===== src/rtl/core/mmsp_pkg.sv =====
// Shared types and constants for the serial mouse packet encoder.
`timescale 1ns / 1ps

package mmsp_pkg;

   typedef enum logic {
      MODE_MOVE = 1'b0,
      MODE_TICK = 1'b1
   } mode_type;

   // Configuration register indexes
   localparam logic CSR_WHEEL_MODE = 1'b0;
   localparam logic CSR_DUTY_SKIP  = 1'b1;

   localparam int CSR_DATA_BITS = 2;

   // Movement clamps per report
   localparam int XY_LO = -128;
   localparam int XY_HI = 127;
   localparam int Z_LO  = -8;
   localparam int Z_HI  = 7;

   // First byte always carries the sync bit at bit 6
   localparam logic [1:0] HEAD_SYNC = 2'b01;

   typedef struct packed {
      mode_type          mode;
      logic [7:0]        status_byte;
      logic [7:0]        move_x;
      logic [7:0]        move_y;
      logic [7:0]        move_z;
   } req_word_type;

   typedef struct packed {
      logic              load;
      logic              wide;
      logic [3:0][7:0]   bytes;
   } pkt_type;

endpackage


===== src/rtl/core/mmsp_if.sv =====
// Handshake interfaces for the request and response channels.
`timescale 1ns / 1ps

interface mmsp_req_if;
   logic              valid;
   logic              ready;
   logic              mode;
   logic [7:0]        status_byte;
   logic signed [7:0] move_x;
   logic signed [7:0] move_y;
   logic signed [7:0] move_z;

   modport source (output valid, mode, status_byte, move_x, move_y, move_z,
                   input ready);
   modport sink   (input valid, mode, status_byte, move_x, move_y, move_z,
                   output ready);
endinterface

interface mmsp_rsp_if;
   logic              valid;
   logic              ready;
   logic [7:0]        serial_byte;
   logic              last_byte;

   modport source (output valid, serial_byte, last_byte, input ready);
   modport sink   (input valid, serial_byte, last_byte, output ready);
endinterface


===== src/rtl/core/mmsp_encode.sv =====
// Button and motion accumulators, report phase and packet formation.
`timescale 1ns / 1ps

module mmsp_encode #(
   parameter int ACC_BITS = 16
) (
   input  logic                                    clock,
   input  logic                                    reset,
   input  logic                                    csr_we,
   input  logic                                    csr_index,
   input  logic [mmsp_pkg::CSR_DATA_BITS-1:0]      csr_wdata,
   input  logic                                    take,
   input  mmsp_pkg::req_word_type                  word,
   output mmsp_pkg::pkt_type                       pkt
);

   localparam logic signed [ACC_BITS-1:0] ACC_MAX = {1'b0, {(ACC_BITS-1){1'b1}}};
   localparam logic signed [ACC_BITS-1:0] ACC_MIN = {1'b1, {(ACC_BITS-1){1'b0}}};
   localparam logic signed [ACC_BITS-1:0] XY_LO = ACC_BITS'(mmsp_pkg::XY_LO);
   localparam logic signed [ACC_BITS-1:0] XY_HI = ACC_BITS'(mmsp_pkg::XY_HI);
   localparam logic signed [ACC_BITS-1:0] Z_LO  = ACC_BITS'(mmsp_pkg::Z_LO);
   localparam logic signed [ACC_BITS-1:0] Z_HI  = ACC_BITS'(mmsp_pkg::Z_HI);

   logic                       wheel_mode_ff, wheel_mode_in;
   logic [1:0]                 duty_skip_ff, duty_skip_in;
   logic [2:0]                 pending_ff, pending_in;
   logic [2:0]                 sent_ff, sent_in;
   logic signed [ACC_BITS-1:0] acc_x_ff, acc_x_in;
   logic signed [ACC_BITS-1:0] acc_y_ff, acc_y_in;
   logic signed [ACC_BITS-1:0] acc_z_ff, acc_z_in;
   logic [1:0]                 phase_ff, phase_in;

   logic signed [ACC_BITS:0]   sum_x, sum_y, sum_z;
   logic signed [ACC_BITS-1:0] sat_x, sat_y, sat_z;
   logic signed [ACC_BITS-1:0] clip_x, clip_y, clip_z;
   logic [1:0]                 phase_next;
   logic                       report;

   always_comb begin
      sum_x = {acc_x_ff[ACC_BITS-1], acc_x_ff} + (ACC_BITS+1)'($signed(word.move_x));
      sum_y = {acc_y_ff[ACC_BITS-1], acc_y_ff} - (ACC_BITS+1)'($signed(word.move_y));
      sum_z = {acc_z_ff[ACC_BITS-1], acc_z_ff} + (ACC_BITS+1)'($signed(word.move_z));

      // Saturate where the extra sign bit disagrees with the top bit
      if (sum_x[ACC_BITS] != sum_x[ACC_BITS-1]) begin
         sat_x = sum_x[ACC_BITS] ? ACC_MIN : ACC_MAX;
      end else begin
         sat_x = sum_x[ACC_BITS-1:0];
      end
      if (sum_y[ACC_BITS] != sum_y[ACC_BITS-1]) begin
         sat_y = sum_y[ACC_BITS] ? ACC_MIN : ACC_MAX;
      end else begin
         sat_y = sum_y[ACC_BITS-1:0];
      end
      if (sum_z[ACC_BITS] != sum_z[ACC_BITS-1]) begin
         sat_z = sum_z[ACC_BITS] ? ACC_MIN : ACC_MAX;
      end else begin
         sat_z = sum_z[ACC_BITS-1:0];
      end

      if (acc_x_ff < XY_LO) begin
         clip_x = XY_LO;
      end else if (acc_x_ff > XY_HI) begin
         clip_x = XY_HI;
      end else begin
         clip_x = acc_x_ff;
      end
      if (acc_y_ff < XY_LO) begin
         clip_y = XY_LO;
      end else if (acc_y_ff > XY_HI) begin
         clip_y = XY_HI;
      end else begin
         clip_y = acc_y_ff;
      end
      if (acc_z_ff < Z_LO) begin
         clip_z = Z_LO;
      end else if (acc_z_ff > Z_HI) begin
         clip_z = Z_HI;
      end else begin
         clip_z = acc_z_ff;
      end

      phase_next = phase_ff + 2'd1;
      report = (phase_next >= duty_skip_ff) &&
               ((pending_ff != sent_ff) || (acc_x_ff != '0) ||
                (acc_y_ff != '0) || (acc_z_ff != '0));

      wheel_mode_in = wheel_mode_ff;
      duty_skip_in  = duty_skip_ff;
      pending_in    = pending_ff;
      sent_in       = sent_ff;
      acc_x_in      = acc_x_ff;
      acc_y_in      = acc_y_ff;
      acc_z_in      = acc_z_ff;
      phase_in      = phase_ff;

      if (csr_we) begin
         case (csr_index)
            mmsp_pkg::CSR_WHEEL_MODE: wheel_mode_in = csr_wdata[0];
            mmsp_pkg::CSR_DUTY_SKIP:  duty_skip_in  = csr_wdata[1:0];
            default:                  ;
         endcase
      end

      pkt.load  = 1'b0;
      pkt.wide  = wheel_mode_ff;
      pkt.bytes[0] = {mmsp_pkg::HEAD_SYNC, pending_ff[0], pending_ff[1],
                      clip_y[7:6], clip_x[7:6]};
      pkt.bytes[1] = {2'b00, clip_x[5:0]};
      pkt.bytes[2] = {2'b00, clip_y[5:0]};
      pkt.bytes[3] = {3'b000, pending_ff[2], clip_z[3:0]};

      if (take) begin
         case (word.mode)
            mmsp_pkg::MODE_MOVE: begin
               pending_in = word.status_byte[2:0];
               acc_x_in   = sat_x;
               acc_y_in   = sat_y;
               if (wheel_mode_ff) begin
                  acc_z_in = sat_z;
               end
            end
            mmsp_pkg::MODE_TICK: begin
               phase_in = phase_next;
               if (report) begin
                  pkt.load = 1'b1;
                  acc_x_in = acc_x_ff - clip_x;
                  acc_y_in = acc_y_ff - clip_y;
                  acc_z_in = acc_z_ff - clip_z;
                  sent_in  = pending_ff;
               end
            end
            default: ;
         endcase
      end
   end

   always_ff @(posedge clock) begin
      if (reset) begin
         wheel_mode_ff <= 1'b0;
         duty_skip_ff  <= '0;
         pending_ff    <= '0;
         sent_ff       <= '0;
         acc_x_ff      <= '0;
         acc_y_ff      <= '0;
         acc_z_ff      <= '0;
         phase_ff      <= '0;
      end else begin
         wheel_mode_ff <= wheel_mode_in;
         duty_skip_ff  <= duty_skip_in;
         pending_ff    <= pending_in;
         sent_ff       <= sent_in;
         acc_x_ff      <= acc_x_in;
         acc_y_ff      <= acc_y_in;
         acc_z_ff      <= acc_z_in;
         phase_ff      <= phase_in;
      end
   end

endmodule


===== src/rtl/core/mmsp_serial.sv =====
// Packet buffer that hands out one packet byte per response word.
`timescale 1ns / 1ps

module mmsp_serial (
   input  logic                 clock,
   input  logic                 reset,
   input  mmsp_pkg::pkt_type    pkt,
   output logic                 free,
   mmsp_rsp_if.source           rsp_if
);

   logic             busy_ff, busy_in;
   logic [1:0]       idx_ff, idx_in;
   logic             wide_ff, wide_in;
   logic [3:0][7:0]  bytes_ff, bytes_in;
   logic             last;

   always_comb begin
      last = wide_ff ? (idx_ff == 2'd3) : (idx_ff == 2'd2);
      free = !busy_ff || (last && rsp_if.ready);

      busy_in  = busy_ff;
      idx_in   = idx_ff;
      wide_in  = wide_ff;
      bytes_in = bytes_ff;

      // Advance on each taken word, drop the packet after its last byte
      if (busy_ff && rsp_if.ready) begin
         if (last) begin
            busy_in = 1'b0;
         end else begin
            idx_in = idx_ff + 2'd1;
         end
      end
      if (pkt.load) begin
         busy_in  = 1'b1;
         idx_in   = '0;
         wide_in  = pkt.wide;
         bytes_in = pkt.bytes;
      end
   end

   always_ff @(posedge clock) begin
      if (reset) begin
         busy_ff <= 1'b0;
         idx_ff  <= '0;
      end else begin
         busy_ff <= busy_in;
         idx_ff  <= idx_in;
      end
   end

   always_ff @(posedge clock) begin
      wide_ff  <= wide_in;
      bytes_ff <= bytes_in;
   end

   assign rsp_if.valid       = busy_ff;
   assign rsp_if.serial_byte = bytes_ff[idx_ff];
   assign rsp_if.last_byte   = last;

endmodule


===== src/rtl/core/mouse_motion_to_serial_mouse_packets_top.sv =====
// Top level of the serial mouse packet encoder.
//
//   port     role     carries
//   req_if   sink     mode, status_byte, move_x, move_y, move_z
//   rsp_if   source   serial_byte, last_byte (one byte per word)
//   csr_*    write    index 0 wheel_mode, index 1 duty_skip
//
// A request word is registered, then worked from that register. A movement
// word never waits; any tick waits until the packet buffer is free or gives
// out its last byte in that cycle. A reporting tick fills the buffer, which
// sends 3 or 4 bytes at one byte per cycle while rsp_if is ready. Stalls
// hold the byte shown. Synchronous reset clears all but the data buffers.
`timescale 1ns / 1ps

module mouse_motion_to_serial_mouse_packets_top #(
   parameter int ACC_BITS = 16
) (
   input  logic                                clock,
   input  logic                                reset,
   mmsp_req_if.sink                            req_if,
   mmsp_rsp_if.source                          rsp_if,
   input  logic                                csr_we,
   input  logic                                csr_index,
   input  logic [mmsp_pkg::CSR_DATA_BITS-1:0]  csr_wdata
);

   logic                    in_valid_ff, in_valid_in;
   mmsp_pkg::req_word_type  in_word_ff, in_word_in;
   logic                    take;
   logic                    ser_free;
   mmsp_pkg::pkt_type       pkt;

   always_comb begin
      // A tick needs the packet buffer; a movement word never does
      take = in_valid_ff && ((in_word_ff.mode == mmsp_pkg::MODE_MOVE) || ser_free);
      req_if.ready = !in_valid_ff || take;

      in_valid_in = in_valid_ff;
      in_word_in  = in_word_ff;
      if (take) begin
         in_valid_in = 1'b0;
      end
      if (req_if.valid && req_if.ready) begin
         in_valid_in            = 1'b1;
         in_word_in.mode        = mmsp_pkg::mode_type'(req_if.mode);
         in_word_in.status_byte = req_if.status_byte;
         in_word_in.move_x      = req_if.move_x;
         in_word_in.move_y      = req_if.move_y;
         in_word_in.move_z      = req_if.move_z;
      end
   end

   always_ff @(posedge clock) begin
      if (reset) begin
         in_valid_ff <= 1'b0;
      end else begin
         in_valid_ff <= in_valid_in;
      end
   end

   always_ff @(posedge clock) begin
      in_word_ff <= in_word_in;
   end

   mmsp_encode #(
      .ACC_BITS (ACC_BITS)
   ) u_encode (
      .clock     (clock),
      .reset     (reset),
      .csr_we    (csr_we),
      .csr_index (csr_index),
      .csr_wdata (csr_wdata),
      .take      (take),
      .word      (in_word_ff),
      .pkt       (pkt)
   );

   mmsp_serial u_serial (
      .clock  (clock),
      .reset  (reset),
      .pkt    (pkt),
      .free   (ser_free),
      .rsp_if (rsp_if)
   );

endmodule


===== src/flat_wrapper.sv =====
// flat-port wrapper written by rule: the top's interface ports become plain ports
module mouse_motion_to_serial_mouse_packets_top_flat 
#(
   parameter int ACC_BITS = 16
)
  (clock, reset, csr_we, csr_index, csr_wdata, req_if_valid, req_if_mode, req_if_status_byte, req_if_move_x, req_if_move_y, req_if_move_z, req_if_ready, rsp_if_valid, rsp_if_serial_byte, rsp_if_last_byte, rsp_if_ready);
  mmsp_req_if req_if_i ();
  mmsp_rsp_if rsp_if_i ();
  input  logic clock;
  input  logic reset;
  input  logic csr_we;
  input  logic csr_index;
  input  logic [mmsp_pkg::CSR_DATA_BITS-1:0] csr_wdata;
  input wire logic [$bits(req_if_i.valid)-1:0] req_if_valid;
  input wire logic [$bits(req_if_i.mode)-1:0] req_if_mode;
  input wire logic [$bits(req_if_i.status_byte)-1:0] req_if_status_byte;
  input wire logic [$bits(req_if_i.move_x)-1:0] req_if_move_x;
  input wire logic [$bits(req_if_i.move_y)-1:0] req_if_move_y;
  input wire logic [$bits(req_if_i.move_z)-1:0] req_if_move_z;
  output wire logic [$bits(req_if_i.ready)-1:0] req_if_ready;
  output wire logic [$bits(rsp_if_i.valid)-1:0] rsp_if_valid;
  output wire logic [$bits(rsp_if_i.serial_byte)-1:0] rsp_if_serial_byte;
  output wire logic [$bits(rsp_if_i.last_byte)-1:0] rsp_if_last_byte;
  input wire logic [$bits(rsp_if_i.ready)-1:0] rsp_if_ready;
  assign req_if_i.valid = req_if_valid;
  assign req_if_i.mode = req_if_mode;
  assign req_if_i.status_byte = req_if_status_byte;
  assign req_if_i.move_x = req_if_move_x;
  assign req_if_i.move_y = req_if_move_y;
  assign req_if_i.move_z = req_if_move_z;
  assign req_if_ready = req_if_i.ready;
  assign rsp_if_valid = rsp_if_i.valid;
  assign rsp_if_serial_byte = rsp_if_i.serial_byte;
  assign rsp_if_last_byte = rsp_if_i.last_byte;
  assign rsp_if_i.ready = rsp_if_ready;
  mouse_motion_to_serial_mouse_packets_top #(.ACC_BITS(ACC_BITS)) u_core (.clock(clock), .reset(reset), .req_if(req_if_i), .rsp_if(rsp_if_i), .csr_we(csr_we), .csr_index(csr_index), .csr_wdata(csr_wdata));
endmodule

===== config.mk =====
export PLATFORM = sky130hd
export DESIGN_NAME = mouse_motion_to_serial_mouse_packets_top_flat
export DESIGN_NICKNAME = d
export VERILOG_FILES = /design/src/rtl/core/mmsp_pkg.sv /design/src/rtl/core/mmsp_if.sv /design/src/rtl/core/mmsp_encode.sv /design/src/rtl/core/mmsp_serial.sv /design/src/rtl/core/mouse_motion_to_serial_mouse_packets_top.sv /design/src/flat_wrapper.sv
export SDC_FILE = /design/constraint.sdc
export NUM_CORES = 1
export LEC_CHECK = 0
export ABC_AREA = 1
export BUFFER_PORTS_ARGS = -buffer_cell sky130_fd_sc_hd__clkbuf_2
export CORE_AREA = 2 2 182 139
export CTS_BUF_LIST = sky130_fd_sc_hd__clkbuf_4
export DETAILED_ROUTE_END_ITERATION = 8
export DIE_AREA = 0 0 184 141
export PLACE_DENSITY = 0.71
export SYNTH_ARGS = -nofsm -noshare
export SYNTH_HDL_FRONTEND = slang
export SYNTH_HIERARCHICAL = 1
export SYNTH_SLANG_ARGS = --single-unit

===== constraint.sdc =====
create_clock -name clock -period 6.6 [get_ports clock]
set_clock_uncertainty 0.2 [all_clocks]
set_input_delay 1.32 -clock clock [delete_from_list [all_inputs] [get_ports clock]]
set_output_delay 1.32 -clock clock [all_outputs]
set_load 0.01 [all_outputs]

# Word level (Yosys, flattened, before mapping)
# Index checks and enable logic that the tools add are counted.
[word_totals]
regBits = 115
output_inout_bits = 11
[classes]
addsub = 8
muxes = 30
n_lt_le_gt_ge = 8
n_eq_ne = 8
bitwise_logic = 3
n_reduce_logical = 29
[op_table]
columns = ["operator", "count"]
rows = [
  ["$mux W16", 16],
  ["$pmux W16 S2", 3],
  ["$reduce_bool A16 Y1", 3],
  ["$sub A16 B16 Y16", 3],
  ["$add A16 B8 Y17", 2],
  ["$gt A16 B8 Y1 const B", 2],
  ["$lt A16 B8 Y1 const B", 2],
  ["$sub A16 B8 Y17", 1],
  ["$bmux W8 S2", 1],
  ["$gt A16 B4 Y1 const B", 1],
  ["$lt A16 B4 Y1 const B", 1],
  ["$reduce_and A2 Y1", 7],
  ["$mux W1", 9],
  ["$mux W8", 1],
  ["$logic_or A1 B1 Y1", 6],
  ["$reduce_and A3 Y1", 2],
  ["$reduce_bool A2 Y1", 3],
  ["$logic_and A1 B1 Y1", 5],
  ["$add A2 B1 Y2 const B", 2],
  ["$eq A2 B2 Y1 const B", 2],
  ["$ne A2 B2 Y1 const B", 2],
  ["$lt A2 B3 Y1 const B", 1],
  ["$ne A1 B1 Y1", 3],
  ["$ne A3 B3 Y1", 1],
  ["4 further kinds", 7],
]

# Longest topological paths before layout
[logic_depth]
word_depth = 10
depth_mapped = 21
ltp_nobuf = 21

# Cells and area by module
# The synthesis kept the hierarchy.
[by_module_without_submodules]
columns = ["module", "area_per_inst_um2", "cells_per_inst", "n_inst"]
rows = [
  ["mmsp_encode", 8286.7, 1421, 1],
  ["mmsp_serial", 1417.6, 103, 1],
  ["mouse_motion_to_serial_mouse_packets_top", 1052.3, 41, 1],
]

# Least setup slack after synthesis
# OpenSTA, ideal clock, no wires.
[synth_timing]
path_kind = "input port to flip-flop"
from = "input rsp_if_ready"
to = "register u_core.u_serial.idx_ff[1]"
stages = 11
setup_ns = 0.118
n_path_buf = 0
path_slack_ns = 3.113
t_arrival_ns = 3.168
path_cell_list = "nand4_1 > nand2_2 > inv_1 > a21boi_0 > nand2_1 > inv_1 > nand3_2 > inv_1 > nor2_1 > nand2_1 > a21oi_2"
[synth_rtl]
columns = ["element", "line", "source"]
rows = [
  ["from (decl)", "flat_wrapper.sv:24", "input wire logic [$bits(rsp_if_i.ready)-1:0] rsp_if_ready;"],
  ["to (signal assigned)", "mmsp_serial.sv:49", "idx_ff <= idx_in;"],
  ["to (decl)", "mmsp_serial.sv:13", "logic [1:0] idx_ff, idx_in;"],
]

==> flow_metrics.tcl <==
set metrics [dict create \
    vias 10400 \
    period_share 0.600 \
    viasPerCell 5.38 \
    ys_warn_count 6 \
    antenna_found_initial 1 \
    critical_path_arrival_ns 4.20 \
    cts_resized 0 \
    cp.required_ns 6.84 \
    hold_viol 0 \
    r2r_setup_slack_ns 2.64 \
    clkTransAtPathRegs_ns 0.11 \
    gp_congestion 0.898 \
    cts_tree "done" \
    ir_drop_mv 0.147 \
    remaining_drc_errors 0 \
    crit_top_cell "inv_1" \
    die-width_um 184 \
    drt_iter0_markers 997 \
    num_rows 50 \
    clock-sinks 124 \
    worst_path_max_delay_cell "dfxtp_1" \
    path_cells "inv_2 -> nand2_2 -> nand4_1 -> nand2_2 -> inv_1 -> a21boi_0 -> nand2_1 -> inv_1 -> nand3_2 -> inv_1 -> buf_4 -> nor2_1 -> nand2_1 -> a21oi_2" \
    pin_count 52 \
    cts_max_level 4 \
    fp.dieH_um 141 \
    cts_buffers 17 \
    min_period_ns 3.96 \
    grt_pass1_wl_um 47300 \
    worst-path-max-fanout 21 \
    syn_inst 1560 \
    whs_path_depth 2 \
    drtPass1Iterations 5 \
    wl_per_cell_um 15.2 \
    r2r_cells 14 \
    grt.total_usage 0.230 \
    power_density_nw_per_um2 255 \
    min-delay-start "u_core/u_encode/duty_skip_ff[1]" \
    rsz0062_at_grt "no" \
    avgSynthCellArea_um2 6.80 \
    slowest_delay_ns 0.81 \
    slew_violations 0 \
    nNetsFinal 1725 \
    cp-start-kind "register" \
    tightestPinTransition_ns 0.843 \
    hpwlAfterDp_um 22500 \
    syn_area_um2 10600 \
    core_um2 24400 \
    clockRootBuffer "clkbuf_4" \
    start_util 0.435 \
    slew_headroom 0.437 \
    post_cts_buffers 0 \
    hp-class "reg -> reg" \
    clkLatencyLatePin_ns 0.57 \
    finalSetupViolCount 0 \
    fin_setup_tns_ns 0 \
    hold_end "u_core/u_encode/duty_skip_ff[1]" \
    cts_buffer_depth 2 \
    reg2reg_to "u_core/u_serial/idx_ff[1]" \
    fmax_ghz 0.253 \
    grt_pass1_vias 9303 \
    worstReg2RegStart "u_core/u_serial/idx_ff[0]" \
    gr-total-overflow 0 \
    holdBufCountCts 0 \
    drv_cap 0 \
    totalWireLength_um 29300 \
    port-buffer-count 46 \
    die_area_um2 25900 \
    drive_gt1_frac 0.0870 \
    grt_max_degree 48 \
    outcome "finished, final reports clean" \
    post-route-util 0.464 \
    crit_type "reg -> reg" \
    end_kind "register" \
    antenna_left 0 \
    p_leak_nw 5.69 \
    area_delta_synth_final_pct 6.81 \
]
## state kept, by name (all words and copies together) (netlist names)
name and cells:
u_core/u_encode/phase_ff 2, u_core/u_encode/acc_x_ff 16, u_core/u_encode/duty_skip_ff 2, u_core/in_word_ff 28, u_core/u_encode/acc_y_ff 16, u_core/u_encode/wheel_mode_ff 1
u_core/u_encode/pending_ff 3, u_core/u_serial/wide_ff 1, u_core/u_serial/rsp_if.valid 1, u_core/u_serial/bytes_ff 32, u_core/u_encode/sent_ff 3, u_core/u_encode/acc_z_ff 16
u_core/in_valid_ff 1, u_core/u_serial/idx_ff 2
## worst max-delay path: cells and delay by family, from the launching register on
family                 cells  cell delay, ns
AOI/OAI and AO/OA          2            0.47
buffers and inverters      5            1.39
DFF                        1            0.81
and+or+nand+nor            7            0.98
## worst max path at each step
stage,start,end,slack [ns],depth (start not counted)
3_3_place_gp,rsp_if_ready,u_core/u_serial/idx_ff[1],2.62,13
6_report,u_core/u_serial/idx_ff[0],u_core/u_serial/idx_ff[1],2.64,14
5_1_grt,u_core/u_serial/idx_ff[0],u_core/u_serial/idx_ff[1],2.23,14
3_5_place_dp,rsp_if_ready,u_core/u_serial/idx_ff[1],2.54,13
4_1_cts,u_core/u_serial/idx_ff[0],u_core/u_serial/idx_ff[1],2.67,14
2_1_floorplan,rsp_if_ready,u_core/u_serial/idx_ff[1],3.11,11
## metrics by stage
| stage | total power, W | worst slack (ns) | instance area (um2) | std cells | hold slack [ns] |
|---|---|---|---|---|---|
| after global placement | 0.00229 | 2.62 | 11000 | 1890 | 0.255 |
| after floorplan | 0.00198 | 3.11 | 10600 | 1567 | 0.235 |
| after global routing | 0.00312 | 2.23 | 11300 | 1924 | 0.306 |
| after CTS | 0.00287 | 2.67 | 11300 | 1922 | 0.276 |
| after detailed placement | 0.00231 | 2.54 | 11000 | 1890 | 0.260 |
| final | 0.00289 | 2.64 | 11300 | 1924 | 0.277 |
## power breakdown
group | switching, W | internal (W)
logic | 0.000899 | 0.000464
registers | 0.0000886 | 0.000881
clock network | 0.000313 | 0.000241
total | 0.00130 | 0.00159
## per-layer routing
metal | part of all wire | vias up | track usage
li1 | - | 5268 | -
met2 | 0.39 | 374 | 0.320
met3 | 0.091 | 20 | 0.0416
met1 | 0.51 | 4689 | 0.363
met4 | 0.0078 | 0 | 0.0497
met5 | 0 | - | 0
## area by class of cell
| type | instances | area [um2] |
|---|---|---|
| Timing Repair Buffer | 51 | 268 |
| Clock buffer | 21 | 158 |
| Sequential cell | 124 | 3090 |
| Tap cell | 312 | 390 |
| Antenna cell | 2 | 5.00 |
| Multi-Input combinational cell | 1173 | 6430 |
| Clock inverter | 11 | 119 |
| Fill cell | 2483 | 13100 |
| Inverter | 230 | 870 |
## placed cells by master (no fill, tap or decap), types with 6 or more instances in the layout
master	count
edfxtp_1	61
nor3_1	16
xnor2_1	16
nand3b_1	9
dfxtp_1	63
o21ai_1	11
o22ai_1	9
nand2_2	17
nor4_1	6
o21bai_1	15
ha_1	84
a21oi_1	150
nand4_1	15
inv_1	219
nor2_2	10
clkbuf_2	46
clkbuf_4	21
nor2_1	105
nand3_1	143
nand2_1	376
inv_2	8
o31ai_1	8
conb_1	9
o21ai_0	98
xor2_1	31
a31oi_1	7
Note: power is estimated with default switching activity, not from simulation.
